**config.mk**
```make
export PLATFORM = sky130hd
export DESIGN_NAME = data_run_vcn_to_lcn_lookup
export DESIGN_NICKNAME = d
export VERILOG_FILES = /design/src/design/drvl_pkg.sv /design/src/design/data_run_vcn_to_lcn_lookup.sv
export VERILOG_INCLUDE_DIRS = /design/src /design/src/design
export SDC_FILE = /design/constraint.sdc
export NUM_CORES = 2
export LEC_CHECK = 0
export BUFFER_PORTS_ARGS = -buffer_cell sky130_fd_sc_hd__buf_2
export CORE_ASPECT_RATIO = 1.5
export CORE_MARGIN = 3
export CORE_UTILIZATION = 39
export DETAILED_ROUTE_END_ITERATION = 10
export GPL_ROUTABILITY_DRIVEN = 0
export PLACE_DENSITY = 0.66
export SETUP_SLACK_MARGIN = 0.5
export SYNTH_ARGS = -nofsm -noshare
export SYNTH_HDL_FRONTEND = slang
export SYNTH_SLANG_ARGS = --single-unit
export TNS_END_PERCENT = 5
```
**constraint.sdc**
```tcl
create_clock -name clk -period 16 [get_ports clk]
set_input_delay 1.6 -clock clk [delete_from_list [all_inputs] [get_ports clk]]
set_output_delay 1.6 -clock clk [all_outputs]
set_load 0.005 [all_outputs]
```
**src/design/assert_macros.svh**
```systemverilog
// Assertion macros included by the run-list lookup.
`ifndef ASSERT_MACROS_SVH
`define ASSERT_MACROS_SVH

// Overlapping implication: the consequent holds in the same cycle.
`define ASSERT_SAME(lbl, ante, cons, msg) \
	lbl: assert property (@(posedge clk) disable iff (!arst_n) (ante) |-> (cons)) \
		else $error(msg);

// Next-cycle implication: the consequent holds in the cycle after the antecedent.
`define ASSERT_NEXT(lbl, ante, cons, msg) \
	lbl: assert property (@(posedge clk) disable iff (!arst_n) (ante) |=> (cons)) \
		else $error(msg);

`endif

```
**src/design/drvl_pkg.sv**
```systemverilog
// Shared types, constants and helpers for the run-list lookup.
package drvl_pkg;

	// Fixed widths of the port fields.
	localparam int VcnPortW = 48;
	localparam int WordW    = 64;
	localparam int ByteW    = 8;

	// Largest byte count a header nibble may give.
	localparam logic [3:0] MaxFieldBytes = 4'd8;

	// Decoder phase, one-hot.
	typedef enum logic [3:0] {
		PH_IDLE   = 4'b0001,
		PH_HEADER = 4'b0010,
		PH_BODY   = 4'b0100,
		PH_DONE   = 4'b1000
	} phase_t;

	// Result status codes.
	typedef enum logic [1:0] {
		ST_FOUND     = 2'd0,
		ST_TERM      = 2'd1,
		ST_RANGE     = 2'd2,
		ST_MALFORMED = 2'd3
	} status_t;

	// Sign-extends an offset that was read as n little-endian bytes.
	// Eight bytes (and zero bytes, where the value is zero) pass unchanged.
	function automatic logic [WordW-1:0] sext_delta(input logic [WordW-1:0] v,
			input logic [3:0] n);
		logic [WordW-1:0] r;
		r = v;
		case (n)
			4'd1: r = {{56{v[7]}},  v[7:0]};
			4'd2: r = {{48{v[15]}}, v[15:0]};
			4'd3: r = {{40{v[23]}}, v[23:0]};
			4'd4: r = {{32{v[31]}}, v[31:0]};
			4'd5: r = {{24{v[39]}}, v[39:0]};
			4'd6: r = {{16{v[47]}}, v[47:0]};
			4'd7: r = {{8{v[55]}},  v[55:0]};
			default: r = v;
		endcase
		return r;
	endfunction

endpackage

```
**src/design/data_run_vcn_to_lcn_lookup.sv**
```systemverilog
// Run-list lookup: takes the bytes of a run list one beat at a time and
// answers where a query VCN lives on disk. A beat with first set starts a
// lookup and carries the query, low and high VCN; the block then decodes
// each run header, length and signed LCN delta, and gives at most one result
// beat per lookup (found, terminator, out of range, or malformed header). One
// run-list byte is taken every cycle while no result beat is held; the figure
// is set by the decode stage, whose state (accumulators, running LCN, base
// VCN) is updated from the input register. A result passes from the input
// register through the result stage to the output register. Intake stops
// only while a result beat is held by out_stall. Beats without first after
// a lookup has finished are dropped.
module data_run_vcn_to_lcn_lookup
	import drvl_pkg::*;
#(
	parameter int VCN_BITS = 48
) (
	input  logic                clk,
	input  logic                arst_n,
	// Run-list byte channel.
	input  logic                in_valid,
	output logic                in_stall,
	input  logic                first,
	input  logic [VcnPortW-1:0] query_vcn,
	input  logic [VcnPortW-1:0] low_vcn,
	input  logic [VcnPortW-1:0] high_vcn,
	input  logic [ByteW-1:0]    run_byte,
	// Result channel.
	output logic                out_valid,
	input  logic                out_stall,
	output logic [1:0]          status,
	output logic [WordW-1:0]    lcn,
	output logic [WordW-1:0]    run_remaining,
	output logic                sparse
);

	// The whole pipeline moves unless a result beat is held downstream.
	logic out_valid_q;
	logic advance;
	assign advance  = !(out_valid_q && out_stall);
	assign in_stall = !advance;

	// Input register.
	logic                valid_s1;
	logic                first_s1;
	logic [VCN_BITS-1:0] query_s1;
	logic [VCN_BITS-1:0] low_s1;
	logic [VCN_BITS-1:0] high_s1;
	logic [ByteW-1:0]    byte_s1;

	always_ff @(posedge clk or negedge arst_n) begin
		if (!arst_n) begin
			valid_s1 <= 1'b0;
		end else if (advance) begin
			valid_s1 <= in_valid;
		end
	end

	always_ff @(posedge clk) begin
		if (advance) begin
			first_s1 <= first;
			query_s1 <= query_vcn[VCN_BITS-1:0];
			low_s1   <= low_vcn[VCN_BITS-1:0];
			high_s1  <= high_vcn[VCN_BITS-1:0];
			byte_s1  <= run_byte;
		end
	end

	// Decoder state.
	phase_t              phase_q;
	logic [4:0]          bytes_left_q;
	logic [3:0]          length_bytes_q;
	logic [3:0]          offset_bytes_q;
	logic [WordW-1:0]    run_len_q;
	logic [WordW-1:0]    offset_q;
	logic [WordW-1:0]    running_lcn_q;
	logic [WordW-1:0]    base_vcn_q;
	logic [VCN_BITS-1:0] target_q;

	phase_t              phase_d;
	logic [4:0]          bytes_left_d;
	logic [3:0]          length_bytes_d;
	logic [3:0]          offset_bytes_d;
	logic [WordW-1:0]    run_len_d;
	logic [WordW-1:0]    offset_d;
	logic [WordW-1:0]    running_lcn_d;
	logic [WordW-1:0]    base_vcn_d;
	logic [VCN_BITS-1:0] target_d;

	// Result of the decode stage.
	logic             res_d;
	status_t          res_status_d;
	logic [WordW-1:0] res_lcn_d;
	logic [WordW-1:0] res_into_d;
	logic [WordW-1:0] res_len_d;
	logic             res_sparse_d;

	// Working values of the decode stage.
	logic             do_header;
	logic             do_body;
	logic [3:0]       nib_len;
	logic [3:0]       nib_off;
	logic [4:0]       consumed;
	logic [4:0]       off_pos;
	logic [WordW-1:0] byte_wide;
	logic [WordW-1:0] lcn_next;
	logic [WordW-1:0] target_wide;
	logic [WordW-1:0] into;
	logic             hit;

	assign nib_len     = byte_s1[3:0];
	assign nib_off     = byte_s1[7:4];
	assign byte_wide   = {{(WordW-ByteW){1'b0}}, byte_s1};
	assign target_wide = {{(WordW-VCN_BITS){1'b0}}, target_q};
	assign consumed    = (5'(length_bytes_q) + 5'(offset_bytes_q)) - bytes_left_q;
	assign off_pos     = consumed - 5'(length_bytes_q);

	// Header, body and end-of-run decoding for the registered byte.
	always_comb begin
		phase_d        = phase_q;
		bytes_left_d   = bytes_left_q;
		length_bytes_d = length_bytes_q;
		offset_bytes_d = offset_bytes_q;
		run_len_d      = run_len_q;
		offset_d       = offset_q;
		running_lcn_d  = running_lcn_q;
		base_vcn_d     = base_vcn_q;
		target_d       = target_q;
		res_d          = 1'b0;
		res_status_d   = ST_FOUND;
		res_lcn_d      = '0;
		res_into_d     = '0;
		res_len_d      = '0;
		res_sparse_d   = 1'b0;
		do_header      = 1'b0;
		do_body        = 1'b0;
		lcn_next       = '0;
		into           = '0;
		hit            = 1'b0;

		if (first_s1) begin
			// A new lookup restarts from any phase.
			target_d       = query_s1;
			running_lcn_d  = '0;
			base_vcn_d     = {{(WordW-VCN_BITS){1'b0}}, low_s1};
			bytes_left_d   = '0;
			length_bytes_d = '0;
			offset_bytes_d = '0;
			run_len_d      = '0;
			offset_d       = '0;
			if (query_s1 < low_s1 || query_s1 > high_s1) begin
				phase_d      = PH_DONE;
				res_d        = 1'b1;
				res_status_d = ST_RANGE;
			end else begin
				do_header = 1'b1;
			end
		end else if (phase_q == PH_HEADER) begin
			do_header = 1'b1;
		end else if (phase_q == PH_BODY) begin
			do_body = 1'b1;
		end

		if (do_header) begin
			if (byte_s1 == '0) begin
				phase_d      = PH_DONE;
				res_d        = 1'b1;
				res_status_d = ST_TERM;
			end else if (nib_len > MaxFieldBytes || nib_off > MaxFieldBytes) begin
				phase_d      = PH_DONE;
				res_d        = 1'b1;
				res_status_d = ST_MALFORMED;
			end else begin
				length_bytes_d = nib_len;
				offset_bytes_d = nib_off;
				bytes_left_d   = 5'(nib_len) + 5'(nib_off);
				run_len_d      = '0;
				offset_d       = '0;
				phase_d        = PH_BODY;
			end
		end

		if (do_body) begin
			// Length bytes come first, then offset bytes, both little-endian.
			if (consumed < 5'(length_bytes_q)) begin
				run_len_d = run_len_q | (byte_wide << {consumed[2:0], 3'b000});
			end else begin
				offset_d = offset_q | (byte_wide << {off_pos[2:0], 3'b000});
			end
			bytes_left_d = bytes_left_q - 5'd1;

			// Last byte of the run: move the LCN and test for a match.
			if (bytes_left_q == 5'd1) begin
				lcn_next      = running_lcn_q + sext_delta(offset_d, offset_bytes_q);
				running_lcn_d = lcn_next;
				into          = target_wide - base_vcn_q;
				hit           = (target_wide >= base_vcn_q) && (into < run_len_d);
				if (hit) begin
					phase_d      = PH_DONE;
					res_d        = 1'b1;
					res_status_d = ST_FOUND;
					res_lcn_d    = lcn_next;
					res_into_d   = into;
					res_len_d    = run_len_d;
					res_sparse_d = (offset_bytes_q == '0);
				end else begin
					base_vcn_d = base_vcn_q + run_len_d;
					phase_d    = PH_HEADER;
				end
			end
		end
	end

	// Decoder state update, one byte per cycle while the pipeline advances.
	always_ff @(posedge clk or negedge arst_n) begin
		if (!arst_n) begin
			phase_q        <= PH_IDLE;
			bytes_left_q   <= '0;
			length_bytes_q <= '0;
			offset_bytes_q <= '0;
			run_len_q      <= '0;
			offset_q       <= '0;
			running_lcn_q  <= '0;
			base_vcn_q     <= '0;
			target_q       <= '0;
		end else if (advance && valid_s1) begin
			phase_q        <= phase_d;
			bytes_left_q   <= bytes_left_d;
			length_bytes_q <= length_bytes_d;
			offset_bytes_q <= offset_bytes_d;
			run_len_q      <= run_len_d;
			offset_q       <= offset_d;
			running_lcn_q  <= running_lcn_d;
			base_vcn_q     <= base_vcn_d;
			target_q       <= target_d;
		end
	end

	// Result stage: holds the raw figures of a finished lookup.
	logic             res_valid_s2;
	status_t          status_s2;
	logic [WordW-1:0] lcn_s2;
	logic [WordW-1:0] into_s2;
	logic [WordW-1:0] len_s2;
	logic             sparse_s2;

	always_ff @(posedge clk or negedge arst_n) begin
		if (!arst_n) begin
			res_valid_s2 <= 1'b0;
		end else if (advance) begin
			res_valid_s2 <= valid_s1 && res_d;
		end
	end

	always_ff @(posedge clk) begin
		if (advance) begin
			status_s2 <= res_status_d;
			lcn_s2    <= res_lcn_d;
			into_s2   <= res_into_d;
			len_s2    <= res_len_d;
			sparse_s2 <= res_sparse_d;
		end
	end

	// Output register: final LCN and remaining clusters.
	status_t          status_q;
	logic [WordW-1:0] lcn_q;
	logic [WordW-1:0] remaining_q;
	logic             sparse_q;

	always_ff @(posedge clk or negedge arst_n) begin
		if (!arst_n) begin
			out_valid_q <= 1'b0;
		end else if (advance) begin
			out_valid_q <= res_valid_s2;
		end
	end

	always_ff @(posedge clk) begin
		if (advance) begin
			status_q    <= status_s2;
			lcn_q       <= sparse_s2 ? '0 : (lcn_s2 + into_s2);
			remaining_q <= len_s2 - into_s2;
			sparse_q    <= sparse_s2;
		end
	end

	assign out_valid     = out_valid_q;
	assign status        = status_q;
	assign lcn           = lcn_q;
	assign run_remaining = remaining_q;
	assign sparse        = sparse_q;

	`include "assert_macros.svh"

	// A lookup that did not find its run reports all fields as zero.
	`ASSERT_SAME(a_miss_zero, out_valid && status_q != ST_FOUND, lcn == '0 && run_remaining == '0 && !sparse, "miss result carries nonzero fields")
	// A sparse run is a found run and reports LCN zero.
	`ASSERT_SAME(a_sparse_lcn, out_valid && sparse, status_q == ST_FOUND && lcn == '0, "sparse result with LCN or wrong status")
	// A found VCN lies inside its run, so at least one cluster remains.
	`ASSERT_SAME(a_found_rem, out_valid && status_q == ST_FOUND, run_remaining != '0, "found result with no clusters remaining")
	// While a run body is read, bytes remain to be read.
	`ASSERT_SAME(a_body_left, phase_q == PH_BODY, bytes_left_q != '0, "body phase with no bytes left")
	// A result held in the result stage reaches the output register next cycle when the pipeline advances.
	`ASSERT_NEXT(a_res_flow, advance && res_valid_s2, out_valid_q, "result beat lost between stages")

endmodule

```
* Word level (Yosys, flattened, before mapping) *
Cells that the tools add are included.

storage, ports and cells
  bits in registers = 803
  input bits = 157

cells by class
  $add $sub $neg = 10
  $lt $le $gt $ge = 7
  equal/unequal tests = 10
  shifts and indexed selects = 2
  muxes and demuxes = 66
  bitwise logic cells = 2
  reduce and logical (&&, ||, !) cells = 11

operators with widths
  kind                   number
  $mux W64               22
  $pmux W64 S7           1
  $add A64 B64 Y64       3
  $or A64 B64 Y64        2
  $shl A8 B6 Y64         2
  $ge A48 B64 Y1         1
  $lt A64 B64 Y1         1
  $mux W4                16
  $sub A48 B64 Y64       1
  $sub A64 B64 Y64       1
  $gt A48 B48 Y1         1
  $lt A48 B48 Y1         1
  $mux W5                5
  $eq A4 B3 Y1 const B   5
  $mux W2                8
  $mux W1                14
  $eq A4 B2 Y1 const B   3
  $add A4 B4 Y5          2
  $gt A4 B4 Y1 const B   2
  $logic_not A8 Y1       1
  $eq A5 B1 Y1 const B   1
  $lt A5 B4 Y1           1
  $sub A5 B1 Y5 const B  1
  $sub A5 B5 Y5          1
  8 further kinds        12

* Logic depth before layout (Yosys ltp) *
  depth after elaboration = 13
  depth in mapped cells = 30
  depth with buffers taken out = 30

* Least setup slack after synthesis *
No wires, ideal clock.

  path type = in2reg
  from = input port out_stall
  to = register target_q[10]
  setup time = 0.065 ns
  arrival time = 14.249 ns
  data required time = 15.935 ns
  slack = 1.686 ns
  cell stages on the path = 7
  cells stage by stage = nand2_1 > nand2_1 > nor2_1 > clkbuf_1 > buf_1 > nand2_1 > nand2_1

on the way
  word-level cells in the longest chain between the ends = 4

ends and longest elaborated chain
  what                         line                               text
  from (decl)                  data_run_vcn_to_lcn_lookup.sv:29   input logic out_stall,
  $logic_and A1 B1 Y1          data_run_vcn_to_lcn_lookup.sv:39   assign advance = !(out_valid_q && out_stall);
  $logic_not A1 Y1             data_run_vcn_to_lcn_lookup.sv:39
  $logic_and A1 B1 Y1          data_run_vcn_to_lcn_lookup.sv:225  end else if (advance && valid_s1) begin
  $reduce_and A2 Y1 (no line)  n/a
  to (signal assigned)         data_run_vcn_to_lcn_lookup.sv:234  target_q <= target_d;
  to (decl)                    data_run_vcn_to_lcn_lookup.sv:77   logic [VCN_BITS-1:0] target_q;

Every way passes these cells.
A chain may end at the register's enable or synchronous reset.

* Worst setup path in the final report *
  from = register offset_bytes_q[0]
  to = register lcn_s2[59], data pin

on the way
  word-level cells in the longest chain between the ends = 10

ends and longest elaborated chain
  what                    line                               text
  from (decl)             data_run_vcn_to_lcn_lookup.sv:72   logic [3:0] offset_bytes_q;
  from (signal assigned)  data_run_vcn_to_lcn_lookup.sv:229  offset_bytes_q <= offset_bytes_d;
  $add A4 B4 Y5           data_run_vcn_to_lcn_lookup.sv:114  assign consumed = (5'(length_bytes_q) + 5'(offset_bytes_q)) - bytes_left_q;
  $sub A5 B5 Y5           data_run_vcn_to_lcn_lookup.sv:114
  $sub A3 B3 Y3           data_run_vcn_to_lcn_lookup.sv:115  assign off_pos = consumed - 5'(length_bytes_q);
  $shl A8 B6 Y64          data_run_vcn_to_lcn_lookup.sv:187  offset_d = offset_q | (byte_wide << {off_pos[2:0], 3'b000});
  $or A64 B64 Y64         data_run_vcn_to_lcn_lookup.sv:187
  $mux W64                data_run_vcn_to_lcn_lookup.sv:184  if (consumed < 5'(length_bytes_q)) begin
  $pmux W64 S7            drvl_pkg.sv:34                     case (n)
  $mux W64                data_run_vcn_to_lcn_lookup.sv:192  if (bytes_left_q == 5'd1) begin
  $mux W64                data_run_vcn_to_lcn_lookup.sv:182  if (do_body) begin
  $add A64 B64 Y64        data_run_vcn_to_lcn_lookup.sv:193  lcn_next = running_lcn_q + sext_delta(offset_d, offset_bytes_q);
  to (signal assigned)    data_run_vcn_to_lcn_lookup.sv:257  lcn_s2 <= res_lcn_d;
  to (decl)               data_run_vcn_to_lcn_lookup.sv:241  logic [WordW-1:0] lcn_s2;

Parallel ways exist; a longest one is shown, timed or not. The select of a mux whose other input is x is not followed.

==> reports/metrics.csv <==
stage,metric,value,unit
clock_network,cts_tree,built,
clock_network,htreeDepth,3,
worst_setup_path,start_kind,flop,
logic_synthesis,syn_nets,5792,
die,io_pins,290,
timing,min_period,8860,ps
outcome,outcome,finished clean,
finish,instances_no_fill,7145,
global_routing,grt_usage,20.3,%
global_routing,grt_pass1_wl,214,mm
routing,drt_wl_total,139,mm
global_routing,antenna_found_initial,6,
worst_setup_path,crit_type,flop to flop,
global_routing,grt_pass1_vias,39100,
logic_synthesis,async_flop_share,40.3,%
routing,wl_per_cell,19.5,µm
place,dp_hpwl,107,mm
clock_network,numClockSinks,803,
power,power_density,225,mW/mm²
power,p_sw_share,46.3,%
timing,setup_viol,0,
finish,drive_above_1_share,9.87,%
die,rows,160,
timing,hold_viol,0,
finish,syn_to_final_growth,12.4,%
logic_synthesis,yosys_warnings,0,
logic_synthesis,synth_edf_count,479,
logic_synthesis,ys_types,90,
power,pwr-share-clk,17.0,%
clock_network,cts_made_buffers,84,
logic_synthesis,syn_area,0.0503,mm²
timing,setup-tns-final,0,ps
routing,via_per_inst,5.51,
timing,fin_crit_sh,55.4,%
global_routing,grt-ovfl-total,0,
logic_synthesis,avgSynthCellArea,9.78,µm²
place,placed_cells,6985,
logic_synthesis,synth_ff_type,edfxtp_1,
worst_setup_path,crit_path_end_kind,flop,
timing,slew_headroom,24.3,%
power,p_int,6.85,mW
clock_network,cts.clk_slew.worst_paths,60,ps
worst_setup_path,cp_max_fo,41,
logic_synthesis,synth-seq-area-share,44.7,%
finish,nets,6016,
clock_network,cts_setup_buffers,0,
logic_synthesis,netlist_instances,5146,
routing,firstDrtPassIters,5,
clock_network,insertion_delay,730,ps
routing,ant_nets,0,
timing,tightest_slew,1130,ps
timing,rsz0062_at_grt,no,
timing,slew_violations,0,
routing,vias,39400,
power,p_seq_share,25.2,%
worst_hold_path,hold_path.class,flop to flop,
power,ir_worst_vdd,0.000283,V
routing,drc_errors,0,
timing,fin_skew,58.0,ps
job,cap_violations,0,
global_routing,grt_max_degree,161,
clock_network,cts_hold_buffers,0,
die,die-area,0.134,mm²
die,core,0.128,mm²
clock_network,ctsResizeCount,0,
finish,final.fill_count,12200,
place,io_buffer_count,289,
power,p_switching,5.90,mW
routing,initialDrtViolationCount,2296,
worst_setup_path,worstPathRequired,16420,ps
finish,post-route-cell-area,0.0566,mm²
die,initial_core_util,39.5,%
logic_synthesis,synth-seq-cells,803,
power,pwr-share-comb,57.8,%
place,place_area,0.0535,mm²
clock_network,cts_root_buf,clkbuf_16,
clock_network,clockBufferDepth,3,
worst_setup_path,arrival,9280,ps
die,dieWidth,299,µm
power,p_leak,25.9,nW
die,fp.dieH,446,µm
timing,clock.fmax,113,MHz
## kinds of logic after synthesis
| kind of cell | after synthesis | share of synthesized area (%) |
|---|---|---|
| compound gates | 1586 | 20.6 |
| xor+xnor | 310 | 5.39 |
| fa+ha+maj | 489 | 12.3 |
| buf+inv | 580 | 4.43 |
| flops | 803 | 44.7 |
| mux | 1 | 0.0224 |
| simple gates | 1377 | 12.6 |
## through the flow
| stage | power, mW | worst slack, ps | hold WS [ps] | util [%] |
|---|---|---|---|---|
| after detailed placement | 10.5 | 7210 | 413 | 42.0 |
| after CTS | 12.8 | 7180 | 423 | 44.4 |
| after global routing | 13.7 | 6510 | 444 | 44.4 |
| after global placement | 10.4 | 7490 | 412 | 42.0 |
| after floorplan | 8.51 | 1690 | 400 | - |
| final | 12.7 | 7140 | 424 | 44.4 |
## routing by layer
layer	global-route usage, %	share of wire, %	vias to the layer above
met5	0	0	-
met4	10.4	5.1	0
met3	2.95	5.1	304
met2	35.5	49	1211
met1	24.4	41	18700
li1	-	-	19200
## synth_stat cells, types with 20 or more instances
library cell / n / area share [%]
nand2_1: 493 / 3.7
edfxtp_1: 479 / 29
ha_1: 478 / 12
o21ai_0: 426 / 4.2
inv_1: 385 / 2.9
nor2_1: 367 / 2.7
a21oi_1: 347 / 3.4
dfrtp_1: 323 / 16
a21o_1: 256 / 3.8
xnor2_1: 188 / 3.3
clkbuf_1: 159 / 1.2
xor2_1: 122 / 2.1
nand3_1: 106 / 1.1
nor2b_1: 104 / 1.3
a32oi_1: 93 / 1.6
nand4_1: 84 / 1.0
nor3_1: 57 / 0.57
o21a_1: 56 / 0.84
o21bai_1: 52 / 0.78
a31oi_1: 48 / 0.60
a22oi_1: 45 / 0.67
nand2b_1: 43 / 0.53
a211oi_1: 34 / 0.51
and3_1: 25 / 0.31
buf_2: 25 / 0.25
o221ai_1: 21 / 0.37
or3_1: 20 / 0.25
## sequential cells by signal (all words and copies together) (netlist names), 8 cells and up
signal / flops
run_remaining: 64
running_lcn_q: 64
lcn_s2: 64
offset_q: 64
query_s1: 48
len_s2: 64
into_s2: 64
base_vcn_q: 64
high_s1: 48
low_s1: 48
run_len_q: 64
target_q: 48
byte_s1: 8
lcn: 64
## power groups by stage
| stage | Sequential, mW | Combinational [mW] | Clock [mW] |
|---|---|---|---|
| after floorplan | 3.28 | 5.23 | 0 |
| after global placement | 3.24 | 7.14 | 0 |
| after detailed placement | 3.25 | 7.29 | 0 |
| after CTS | 3.21 | 7.33 | 2.22 |
| after global routing | 3.26 | 8.15 | 2.30 |
| final | 3.21 | 7.37 | 2.17 |
## path summary, 6_finish.rpt
path | to | depth (start not counted) | slack (ps) | from
setup / recovery | lcn_s2[59] | 26 | 7140 | offset_bytes_q[0]
setup reg to reg | lcn_s2[59] | 26 | 7140 | offset_bytes_q[0]
max in group asynchronous | running_lcn_q[48] | 3 | 12840 | arst_n
min in group asynchronous | target_q[1] | 1 | 830 | arst_n
hold / removal | status[0] | 0 | 420 | status_s2[0]
hold reg to reg | status[0] | 0 | 420 | status_s2[0]
## layout by cell type, fill, tap and decap left out, types with 105 or more instances in the layout
| cell | Yosys | final |
|---|---|---|
| nand2_1 | 493 | 490 |
| edfxtp_1 | 479 | 479 |
| ha_1 | 478 | 478 |
| o21ai_0 | 426 | 425 |
| inv_1 | 385 | 385 |
| nor2_1 | 367 | 366 |
| a21oi_1 | 347 | 347 |
| dfrtp_1 | 323 | 323 |
| buf_2 | 25 | 288 |
| a21o_1 | 256 | 255 |
| xnor2_1 | 188 | 188 |
| xor2_1 | 122 | 122 |
| nand3_1 | 106 | 105 |
## layout make-up
cell class / instances / area, µm² / share of cell area, %
diodes: 2 / 5.00 / 0.00884
clock buffers: 105 / 2300 / 4.06
inverters: 386 / 1450 / 2.56
multi-input cells: 3763 / 25700 / 45.4
well taps: 1701 / 2130 / 3.76
repair buffers: 332 / 1790 / 3.17
clock inverters: 53 / 754 / 1.33
flip-flops and latches: 803 / 22500 / 39.7
## critical path: stages, from the launching register on
cell and delay, ps:
dfrtp_1 460, inv_1 160, ha_1 310, inv_1 40, ha_1 240, fa_1 480
xnor2_1 360, inv_1 170, ha_1 360, o21a_1 140, o21ai_0 330, nand3_2 780
nor2_2 410, o32a_4 280, nor3b_4 420, a21boi_1 570, o21ai_0 190, ha_1 460
nand4_1 140, a2111o_1 360, o21ai_1 440, a41oi_1 300, o21ai_1 410, a21oi_1 210
o31a_1 330, xor2_1 160, nor2_1 50
(Power assumes the default switching activity.)
